===== src/design/pbod_pkg.sv =====
// ----------------------------------------------------------------------------
// pbod_pkg
// Shared constants and types for the pairwise box overlap detector.
// ----------------------------------------------------------------------------
package pbod_pkg;

    localparam int MAX_BOXES_DEF  = 32;
    localparam int COORD_BITS_DEF = 16;

    // result index fields are fixed at 5 bits (slot numbers from 32 up wrap)
    localparam int IDX_OUT_W      = 5;

    // entries in the queue between front and back
    localparam int QUEUE_DEPTH    = 2;

    typedef struct packed {
        logic empty;
        logic full;
    } t_q_flags;

endpackage


===== src/design/pairwise_box_overlap_detector_unit.sv =====
// Results: after an item leaves the queue, a pair result is registered out once the
// next overlap of the sweep is found (the last pair once the sweep of the store ends).
// The back end takes no new item until the sweep is done and the new box is stored;
// the sweep reads the store RAM one stored box per cycle; a full store drops the item.
// Reset: synchronous, active low; clears the box count and the queue.
// Results are strobed for one cycle; the receiver cannot stall them.
// ----------------------------------------------------------------------------
// pairwise_box_overlap_detector_unit
// 2-D axis-aligned box overlap test against all boxes stored in the frame.
// ----------------------------------------------------------------------------
module pairwise_box_overlap_detector_unit #(
    parameter int MAX_BOXES  = pbod_pkg::MAX_BOXES_DEF,
    parameter int COORD_BITS = pbod_pkg::COORD_BITS_DEF
) (
    input  logic                                 i_clk,
    input  logic                                 i_rst_n,
    input  logic                                 start,
    output logic                                 busy,
    input  logic signed [COORD_BITS-1:0]         i_obj_x,
    input  logic signed [COORD_BITS-1:0]         i_obj_y,
    input  logic signed [COORD_BITS-1:0]         i_off_x,
    input  logic signed [COORD_BITS-1:0]         i_off_y,
    input  logic        [COORD_BITS-1:0]         i_box_width,
    input  logic        [COORD_BITS-1:0]         i_box_height,
    input  logic                                 i_frame_end,
    output logic                                 o_strobe,
    output logic [pbod_pkg::IDX_OUT_W-1:0]       o_earlier_index,
    output logic [pbod_pkg::IDX_OUT_W-1:0]       o_new_index,
    output logic                                 o_last_pair
);

    localparam int QW = 4 * (COORD_BITS + 3) + 1;

    pbod_pkg::t_q_flags q_flags;
    logic               q_push, q_pop;
    logic [QW-1:0]      q_wdata, q_rdata;

    pbod_front #(
        .COORD_BITS (COORD_BITS)
    ) u_front (
        .i_clk        (i_clk),
        .i_rst_n      (i_rst_n),
        .start        (start),
        .busy         (busy),
        .i_obj_x      (i_obj_x),
        .i_obj_y      (i_obj_y),
        .i_off_x      (i_off_x),
        .i_off_y      (i_off_y),
        .i_box_width  (i_box_width),
        .i_box_height (i_box_height),
        .i_frame_end  (i_frame_end),
        .i_q_flags    (q_flags),
        .o_push       (q_push),
        .o_push_data  (q_wdata)
    );

    pbod_queue #(
        .WIDTH (QW)
    ) u_queue (
        .i_clk   (i_clk),
        .i_rst_n (i_rst_n),
        .i_push  (q_push),
        .i_data  (q_wdata),
        .i_pop   (q_pop),
        .o_data  (q_rdata),
        .o_flags (q_flags)
    );

    pbod_back #(
        .MAX_BOXES  (MAX_BOXES),
        .COORD_BITS (COORD_BITS)
    ) u_back (
        .i_clk           (i_clk),
        .i_rst_n         (i_rst_n),
        .i_q_flags       (q_flags),
        .i_q_data        (q_rdata),
        .o_pop           (q_pop),
        .o_strobe        (o_strobe),
        .o_earlier_index (o_earlier_index),
        .o_new_index     (o_new_index),
        .o_last_pair     (o_last_pair)
    );

endmodule


===== src/design/pbod_ram.sv =====
// ----------------------------------------------------------------------------
// pbod_ram
// Generic single-port RAM, one write or one read per cycle, registered read.
// ----------------------------------------------------------------------------
module pbod_ram #(
    parameter int WIDTH = 8,
    parameter int DEPTH = 32
) (
    input  logic                     i_clk,
    input  logic                     i_we,
    input  logic                     i_re,
    input  logic [$clog2(DEPTH)-1:0] i_addr,
    input  logic [WIDTH-1:0]         i_wdata,
    output logic [WIDTH-1:0]         o_rdata
);

    logic [WIDTH-1:0] r_mem [DEPTH];
    logic [WIDTH-1:0] r_rdata;

    always_ff @(posedge i_clk) begin
        if (i_we) begin
            r_mem[i_addr] <= i_wdata;
        end
        if (i_re) begin
            r_rdata <= r_mem[i_addr];
        end
    end

    assign o_rdata = r_rdata;

endmodule


===== src/design/pbod_front.sv =====
// ----------------------------------------------------------------------------
// pbod_front
// Accepts box items, forms the doubled-scale box edges and queues them.
// ----------------------------------------------------------------------------
module pbod_front #(
    parameter int COORD_BITS = pbod_pkg::COORD_BITS_DEF,
    localparam int E = COORD_BITS + 3,
    localparam int QW = 4 * E + 1
) (
    input  logic                         i_clk,
    input  logic                         i_rst_n,
    input  logic                         start,
    output logic                         busy,
    input  logic signed [COORD_BITS-1:0] i_obj_x,
    input  logic signed [COORD_BITS-1:0] i_obj_y,
    input  logic signed [COORD_BITS-1:0] i_off_x,
    input  logic signed [COORD_BITS-1:0] i_off_y,
    input  logic        [COORD_BITS-1:0] i_box_width,
    input  logic        [COORD_BITS-1:0] i_box_height,
    input  logic                         i_frame_end,
    input  pbod_pkg::t_q_flags           i_q_flags,
    output logic                         o_push,
    output logic [QW-1:0]                o_push_data
);

    localparam int CW = COORD_BITS + 1;

    logic                         r_vld;
    logic signed [COORD_BITS-1:0] r_obj_x, r_obj_y, r_off_x, r_off_y;
    logic        [COORD_BITS-1:0] r_w, r_h;
    logic                         r_fe;

    logic                accept;
    logic signed [CW-1:0] w_cx, w_cy;
    logic signed [E-1:0]  w_dx, w_dy, w_wx, w_wy;
    logic signed [E-1:0]  w_lo_x, w_hi_x, w_lo_y, w_hi_y;

    assign o_push = r_vld && !i_q_flags.full;
    assign busy   = r_vld && i_q_flags.full;
    assign accept = start && !busy;

    always_ff @(posedge i_clk) begin
        if (!i_rst_n) begin
            r_vld <= 1'b0;
        end else if (accept) begin
            r_vld <= 1'b1;
        end else if (o_push) begin
            r_vld <= 1'b0;
        end
    end

    always_ff @(posedge i_clk) begin
        if (accept) begin
            r_obj_x <= i_obj_x;
            r_obj_y <= i_obj_y;
            r_off_x <= i_off_x;
            r_off_y <= i_off_y;
            r_w     <= i_box_width;
            r_h     <= i_box_height;
            r_fe    <= i_frame_end;
        end
    end

    // edges at doubled scale: 2c - w and 2c + w, exact
    always_comb begin
        w_cx   = CW'(r_obj_x) + CW'(r_off_x);
        w_cy   = CW'(r_obj_y) + CW'(r_off_y);
        w_dx   = E'(w_cx) <<< 1;
        w_dy   = E'(w_cy) <<< 1;
        w_wx   = $signed(E'(r_w));
        w_wy   = $signed(E'(r_h));
        w_lo_x = w_dx - w_wx;
        w_hi_x = w_dx + w_wx;
        w_lo_y = w_dy - w_wy;
        w_hi_y = w_dy + w_wy;
    end

    assign o_push_data = {w_lo_x, w_hi_x, w_lo_y, w_hi_y, r_fe};

endmodule


===== src/design/pbod_queue.sv =====
// ----------------------------------------------------------------------------
// pbod_queue
// Short FIFO of box edge items between front and back.
// ----------------------------------------------------------------------------
module pbod_queue #(
    parameter int WIDTH = 8
) (
    input  logic               i_clk,
    input  logic               i_rst_n,
    input  logic               i_push,
    input  logic [WIDTH-1:0]   i_data,
    input  logic               i_pop,
    output logic [WIDTH-1:0]   o_data,
    output pbod_pkg::t_q_flags o_flags
);

    localparam int DEPTH = pbod_pkg::QUEUE_DEPTH;
    localparam int PW    = $clog2(DEPTH);
    localparam int NW    = $clog2(DEPTH + 1);

    logic [WIDTH-1:0] r_mem [DEPTH];
    logic [PW-1:0]    r_wp, r_rp, n_wp, n_rp;
    logic [NW-1:0]    r_n, n_n;

    assign o_flags.empty = (r_n == '0);
    assign o_flags.full  = (r_n == NW'(DEPTH));
    assign o_data        = r_mem[r_rp];

    always_comb begin
        n_wp = r_wp;
        n_rp = r_rp;
        n_n  = r_n;
        if (i_push) begin
            n_wp = (r_wp == PW'(DEPTH - 1)) ? '0 : r_wp + PW'(1);
        end
        if (i_pop) begin
            n_rp = (r_rp == PW'(DEPTH - 1)) ? '0 : r_rp + PW'(1);
        end
        case ({i_push, i_pop})
            2'b10:   n_n = r_n + NW'(1);
            2'b01:   n_n = r_n - NW'(1);
            default: n_n = r_n;
        endcase
    end

    always_ff @(posedge i_clk) begin
        if (!i_rst_n) begin
            r_wp <= '0;
            r_rp <= '0;
            r_n  <= '0;
        end else begin
            r_wp <= n_wp;
            r_rp <= n_rp;
            r_n  <= n_n;
        end
    end

    always_ff @(posedge i_clk) begin
        if (i_push) begin
            r_mem[r_wp] <= i_data;
        end
    end

    a_no_overflow: assert property (@(posedge i_clk) disable iff (!i_rst_n)
        i_push |-> (!o_flags.full || i_pop))
        else $error("queue push while full");

endmodule


===== src/design/pbod_back.sv =====
// ----------------------------------------------------------------------------
// pbod_back
// Sweeps the stored boxes of the frame against the new one, emits the pairs
// and stores the new box.
// ----------------------------------------------------------------------------
module pbod_back #(
    parameter int MAX_BOXES  = pbod_pkg::MAX_BOXES_DEF,
    parameter int COORD_BITS = pbod_pkg::COORD_BITS_DEF,
    localparam int E  = COORD_BITS + 3,
    localparam int QW = 4 * E + 1,
    localparam int OW = pbod_pkg::IDX_OUT_W
) (
    input  logic               i_clk,
    input  logic               i_rst_n,
    input  pbod_pkg::t_q_flags i_q_flags,
    input  logic [QW-1:0]      i_q_data,
    output logic               o_pop,
    output logic               o_strobe,
    output logic [OW-1:0]      o_earlier_index,
    output logic [OW-1:0]      o_new_index,
    output logic               o_last_pair
);

    localparam int IW   = $clog2(MAX_BOXES);
    localparam int CNTW = $clog2(MAX_BOXES + 1);
    localparam int RW   = 4 * E;

    typedef enum logic [1:0] {
        S_IDLE = 2'b01,
        S_SCAN = 2'b10
    } t_state;

    t_state          r_state, n_state;
    logic [CNTW-1:0] r_count, n_count;
    logic [CNTW-1:0] r_rd_idx, n_rd_idx;
    logic            r_cmp_vld, n_cmp_vld;
    logic [IW-1:0]   r_cmp_idx, n_cmp_idx;
    logic            r_pend_vld, n_pend_vld;
    logic [IW-1:0]   r_pend_idx, n_pend_idx;
    logic [QW-1:0]   r_cmd, n_cmd;
    logic            r_strobe, n_strobe;
    logic            r_last, n_last;
    logic [IW-1:0]   r_ear, n_ear;
    logic [IW-1:0]   r_new, n_new;

    logic            ram_we, ram_re;
    logic [IW-1:0]   ram_addr;
    logic [RW-1:0]   ram_rdata;

    logic signed [E-1:0] a_lo_x, a_hi_x, a_lo_y, a_hi_y;
    logic signed [E-1:0] b_lo_x, b_hi_x, b_lo_y, b_hi_y;
    logic                b_fe;
    logic                w_hit;

    assign {a_lo_x, a_hi_x, a_lo_y, a_hi_y}       = ram_rdata;
    assign {b_lo_x, b_hi_x, b_lo_y, b_hi_y, b_fe} = r_cmd;

    // strict overlap on both axes
    assign w_hit = (a_lo_x < b_hi_x) && (a_hi_x > b_lo_x) &&
                   (a_lo_y < b_hi_y) && (a_hi_y > b_lo_y);

    always_comb begin
        n_state    = r_state;
        n_count    = r_count;
        n_rd_idx   = r_rd_idx;
        n_cmp_vld  = r_cmp_vld;
        n_cmp_idx  = r_cmp_idx;
        n_pend_vld = r_pend_vld;
        n_pend_idx = r_pend_idx;
        n_cmd      = r_cmd;
        n_strobe   = 1'b0;
        n_last     = 1'b0;
        n_ear      = r_ear;
        n_new      = r_new;
        o_pop      = 1'b0;
        ram_we     = 1'b0;
        ram_re     = 1'b0;
        case (r_state)
            S_IDLE: begin
                if (!i_q_flags.empty) begin
                    o_pop = 1'b1;
                    n_cmd = i_q_data;
                    if (r_count == CNTW'(MAX_BOXES)) begin
                        // store full: item ignored, frame end still clears
                        if (i_q_data[0]) begin
                            n_count = '0;
                        end
                    end else begin
                        n_state    = S_SCAN;
                        n_rd_idx   = '0;
                        n_cmp_vld  = 1'b0;
                        n_pend_vld = 1'b0;
                    end
                end
            end
            S_SCAN: begin
                // a hit is held back until the next one is found so the last one can be flagged
                if (r_cmp_vld && w_hit) begin
                    if (r_pend_vld) begin
                        n_strobe = 1'b1;
                        n_ear    = r_pend_idx;
                        n_new    = r_count[IW-1:0];
                    end
                    n_pend_vld = 1'b1;
                    n_pend_idx = r_cmp_idx;
                end
                if (r_rd_idx != r_count) begin
                    ram_re    = 1'b1;
                    n_rd_idx  = r_rd_idx + CNTW'(1);
                    n_cmp_vld = 1'b1;
                    n_cmp_idx = r_rd_idx[IW-1:0];
                end else begin
                    n_cmp_vld = 1'b0;
                    if (!r_cmp_vld) begin
                        if (r_pend_vld) begin
                            n_strobe = 1'b1;
                            n_last   = 1'b1;
                            n_ear    = r_pend_idx;
                            n_new    = r_count[IW-1:0];
                        end
                        ram_we  = 1'b1;
                        n_count = b_fe ? '0 : r_count + CNTW'(1);
                        n_state = S_IDLE;
                    end
                end
            end
            default: begin
                n_state = S_IDLE;
            end
        endcase
    end

    assign ram_addr = ram_we ? r_count[IW-1:0] : r_rd_idx[IW-1:0];

    always_ff @(posedge i_clk) begin
        if (!i_rst_n) begin
            r_state    <= S_IDLE;
            r_count    <= '0;
            r_rd_idx   <= '0;
            r_cmp_vld  <= 1'b0;
            r_pend_vld <= 1'b0;
            r_strobe   <= 1'b0;
        end else begin
            r_state    <= n_state;
            r_count    <= n_count;
            r_rd_idx   <= n_rd_idx;
            r_cmp_vld  <= n_cmp_vld;
            r_pend_vld <= n_pend_vld;
            r_strobe   <= n_strobe;
        end
    end

    always_ff @(posedge i_clk) begin
        r_cmp_idx  <= n_cmp_idx;
        r_pend_idx <= n_pend_idx;
        r_cmd      <= n_cmd;
        r_last     <= n_last;
        r_ear      <= n_ear;
        r_new      <= n_new;
    end

    pbod_ram #(
        .WIDTH (RW),
        .DEPTH (MAX_BOXES)
    ) u_store (
        .i_clk   (i_clk),
        .i_we    (ram_we),
        .i_re    (ram_re),
        .i_addr  (ram_addr),
        .i_wdata (r_cmd[QW-1:1]),
        .o_rdata (ram_rdata)
    );

    assign o_strobe        = r_strobe;
    assign o_last_pair     = r_last;
    assign o_earlier_index = OW'(r_ear);
    assign o_new_index     = OW'(r_new);

    a_cmp_in_range: assert property (@(posedge i_clk) disable iff (!i_rst_n)
        r_cmp_vld |-> (CNTW'(r_cmp_idx) < r_count))
        else $error("compare slot beyond stored boxes");

    a_count_bound: assert property (@(posedge i_clk) disable iff (!i_rst_n)
        r_count <= CNTW'(MAX_BOXES))
        else $error("box count over capacity");

    a_last_ends_item: assert property (@(posedge i_clk) disable iff (!i_rst_n)
        (r_strobe && r_last) |=> !r_strobe)
        else $error("result after last pair of item");

    a_write_free_slot: assert property (@(posedge i_clk) disable iff (!i_rst_n)
        ram_we |-> (r_count < CNTW'(MAX_BOXES)))
        else $error("store write with store full");

endmodule


===== config.mk =====
export PLATFORM = sky130hd
export DESIGN_NAME = pairwise_box_overlap_detector_unit
export DESIGN_NICKNAME = d
export VERILOG_FILES = /design/src/design/pbod_pkg.sv /design/src/design/pairwise_box_overlap_detector_unit.sv /design/src/design/pbod_ram.sv /design/src/design/pbod_front.sv /design/src/design/pbod_queue.sv /design/src/design/pbod_back.sv
export SDC_FILE = /design/constraint.sdc
export NUM_CORES = 2
export LEC_CHECK = 0
export BUFFER_PORTS_ARGS = -buffer_cell sky130_fd_sc_hd__buf_2
export CORE_MARGIN = 1
export CORE_UTILIZATION = 55
export DETAILED_ROUTE_END_ITERATION = 8
export PLACE_DENSITY = 0.73
export SETUP_SLACK_MARGIN = 0.02
export SLEW_MARGIN = 0
export SYNTH_ARGS = -nofsm -noshare
export SYNTH_HDL_FRONTEND = slang
export SYNTH_SLANG_ARGS = --single-unit

===== constraint.sdc =====
create_clock -name i_clk -period 13.3 [get_ports i_clk]
set_clock_uncertainty 0.05 [all_clocks]
set_input_delay 2.66 -clock i_clk [delete_from_list [all_inputs] [get_ports i_clk]]
set_output_delay 2.66 -clock i_clk [all_outputs]
set_load 0.01 [all_outputs]

==> impl_metrics.py <==
metrics = {
    "floorplanning": {
        "start_util": 0.5538,
        "die-area_um2": 200600,
        "io_pins": 113,
        "rows": 163,
        "fp.dieW_um": 447.9,
        "die_y_um": 447.9,
        "core_area_um2": 197400,
    },
    "global_route": {
        "grt_pass1_vias": 54170,
        "grtUsageTotal": 0.2657,
        "grt_max_degree": 104,
        "antenna_found_initial": 7,
        "globalRouteOverflowTotal": 0,
        "grt_pass1_wl_mm": 378.0,
    },
    "power": {
        "p_leak_nw": 38.30,
        "p_per_area_nw_per_um2": 170.4,
        "fin_total_pwr_mw": 20.83,
        "peakVddDrop_mv": 0.1790,
    },
    "cts": {
        "clock_path_buffers": 4,
        "cts.repair.resized": 0,
        "root_buffer": "clkbuf_16",
        "clock-sinks": 2808,
        "clkTransAtPathRegs_ns": 0.06,
        "clock_latency_ns": 0.94,
        "hold_buffers": 0,
        "h-tree-depth": 5,
        "cts_tree": "built",
        "post-cts-setup-buffers": 0,
        "cts_buffers": 281,
    },
    "synth": {
        "synth_nets": 5438,
        "async_flop_share": 0,
        "synth_area_per_cell_um2": 21.19,
        "syn_area_um2": 109300,
        "synth-compound-area-share": 0.03803,
        "synth_ff_type": "edfxtp_1",
        "synthSimpleGateAreaFrac": 0.01973,
        "synth_top_area_share": 0.7646,
        "synthAdderAreaFrac": 0.02090,
        "yosys.area.top_type": "edfxtp_1",
        "synthTopCellsByArea": "edfxtp_1, mux4_2, a22oi_1",
        "ys_seq_area_frac": 0.7690,
        "synth_mux_area_frac": 0.1299,
        "yosysWarnings": 0,
        "yosys.cell_count.top_type": "edfxtp_1",
        "synth-edff-count": 2784,
        "syn_inst": 5159,
        "synth_top_family_by_area": "multiplexers",
        "synthTopCellsByCount": "edfxtp_1, mux4_2, a22oi_1, ha_1, inv_1",
        "yosysUniqueCellTypes": 72,
        "ys_ff_latch": 2808,
        "synth_xor_area_frac": 0.008010,
    },
    "setup_path": {
        "path_max_fanout": 50,
        "worstReg2RegEnd": "u_back.u_store.r_mem[19][44]",
        "worst-path-buf-inv": 1,
        "crit_required_ns": 13.77,
        "reg2reg_depth": 7,
        "worst-setup-path-type": "flop to flop",
        "worstSetupEndpointType": "flop",
        "crit_family": "simple AND/OR/NAND/NOR gates",
        "max_stage_delay_ns": 1.33,
        "r2r-start": "u_back.r_rd_idx[4]",
        "cp.arrival_ns": 6.80,
        "path_cells": "xor2_1, nor4_1, nand3_1, nor2_1, nand4_1, nor2_4, buf_4",
        "critPathSlowestCell": "nor2_4",
        "start_kind": "flop",
        "reg2reg_slack_ns": 6.97,
        "crit_cells": 7,
    },
    "drt": {
        "routed_wl_mm": 263.3,
        "wl_per_cell_um": 31.71,
        "drcViolationCount": 0,
        "drtPass1Iterations": 6,
        "first_iter_violations": 7812,
        "antenna_left": 0,
        "vias": 54810,
        "viasPerCell": 6.602,
    },
    "place": {
        "dp_hpwl_mm": 150.1,
        "io_buffers": 112,
        "routabilityCongestion": 0.8589,
    },
    "run": {
        "drv_cap": 0,
    },
    "timing": {
        "slew_headroom": 0.06379,
        "grt_setup_unrepaired": "false",
        "fin_crit_ns": 6.330,
        "hold_viol": 0,
        "fmaxAchievable_ghz": 0.1580,
        "slew_viol_final": 0,
        "finalSetupTns_ns": 0,
        "worst_pin_slew_ns": 1.404,
        "final.period_utilization": 0.4759,
        "setup-violations-final": 0,
    },
    "final_layout": {
        "drive_gt1_frac": 0.2407,
        "register_area_um2": 84090,
        "fillerInstances": 13200,
        "multi_input_area_um2": 24000,
        "nets": 5752,
        "synthToLayoutAreaGrowth_pct": 11.82,
    },
    "outcome": {
        "outcome": "completed",
    },
    "hold_path": {
        "hold_class": "flop to flop",
        "hold_path_depth": 0,
        "holdCritStartpoint": "u_back.r_cmp_idx[4]",
        "worstHoldEndpoint": "u_back.r_pend_idx[4]",
    },
}
[kinds of logic after synthesis]
| group | after synthesis |
|---|---|
| compound gates | 585 |
| xor+xnor | 100 |
| fa+ha+maj | 179 |
| buf+inv | 403 |
| flops | 2808 |
| mux | 670 |
| simple gates | 414 |
[cell type report]
cell class / count / share of cell area
diodes: 1 / 0.00002047
clock buffers: 339 / 0.06086
clock inverters: 133 / 0.008197
inverters: 162 / 0.004973
multi-input cells: 1948 / 0.1963
flip-flops and latches: 2808 / 0.6878
well taps: 2640 / 0.02702
repair buffers: 272 / 0.01492
[how the worst max path moves through the flow]
stage / startpoint / to / slack [ns]
final: u_back.r_rd_idx[4] / u_back.u_store.r_mem[19][44] / 6.97
after CTS: u_back.r_rd_idx[4] / u_back.u_store.r_mem[31][24] / 7.07
after detailed placement: u_back.r_rd_idx[4] / u_back.u_store.r_mem[31][19] / 7.11
after global placement: u_back.r_rd_idx[4] / u_back.u_store.r_mem[31][43] / 7.11
after global routing: u_back.r_rd_idx[4] / u_back.u_store.r_mem[19][44] / 6.80
after floorplan: start / u_front.r_fe / 5.80
[report_power, final]
group          internal (mW)  switching, mW  total, mW
clock                   4.25           3.18       7.44
sequential              10.8          0.172       11.0
combinational          0.710           1.72       2.43
total                   15.8           5.07       20.8
[worst reg2reg max path: cells and delay by family (launching register included)]
| kind | cells | cell delay, ns |
|---|---|---|
| buffers and inverters | 1 | 0.81 |
| XOR/XNOR | 1 | 0.17 |
| AND/OR/NAND/NOR | 5 | 3.98 |
| flip-flops | 1 | 0.81 |
[layer usage]
layer | track usage | part of all wire | up-vias
li1 | - | - | 22130
met2 | 0.3863 | 0.45 | 3918
met1 | 0.3945 | 0.38 | 28320
met3 | 0.08121 | 0.15 | 438
met5 | 0 | 0.000049 | -
met4 | 0.06994 | 0.024 | 2
[metrics by stage]
stage	hold slack (ns)	instances	utilization	worst slack [ns]	instance area (um2)
detailed placement	0.3545	7830	0.5766	7.106	113800
CTS	0.3680	8302	0.6193	7.070	122300
floorplan	0.3503	5159	-	5.801	109300
finish	0.3661	8303	0.6193	6.971	122300
global placement	0.3579	7830	0.5766	7.112	113800
global route	0.3761	8303	0.6193	6.797	122300
[registers in the layout, summed over array words and instances, names as in the netlist, 6 cells and up, named ones only]
name / cells
u_front.r_w: 16
u_back.r_rd_idx: 6
u_front.r_obj_y: 16
u_back.r_count: 6
u_back.u_store.o_rdata: 74
u_back.u_store.r_mem: 2368
u_front.r_h: 16
u_front.r_obj_x: 16
u_back.r_cmd: 75
u_front.r_off_y: 16
u_queue.r_mem: 150
u_front.r_off_x: 16
[cell usage in the layout (no fill, tap or decap), types with 21 or more instances in the layout]
master,netlist,final
a21o_1,31,31
a21oi_1,82,82
a22oi_1,296,296
buf_2,42,112
buf_4,1,155
clkbuf_1,160,49
clkbuf_16,0,290
clkinv_1,0,67
clkinv_2,0,39
dfxtp_1,24,21
edfxtp_1,2784,2784
ha_1,173,173
inv_1,162,162
mux2_2,75,75
mux4_2,592,592
nand2_1,39,39
nand4_1,106,106
nor2_1,128,93
nor2_4,0,35
nor3_1,28,27
o21ai_0,47,47
xnor2_1,65,65
xor2_1,35,35
Power figures use the tool's default switching activity.
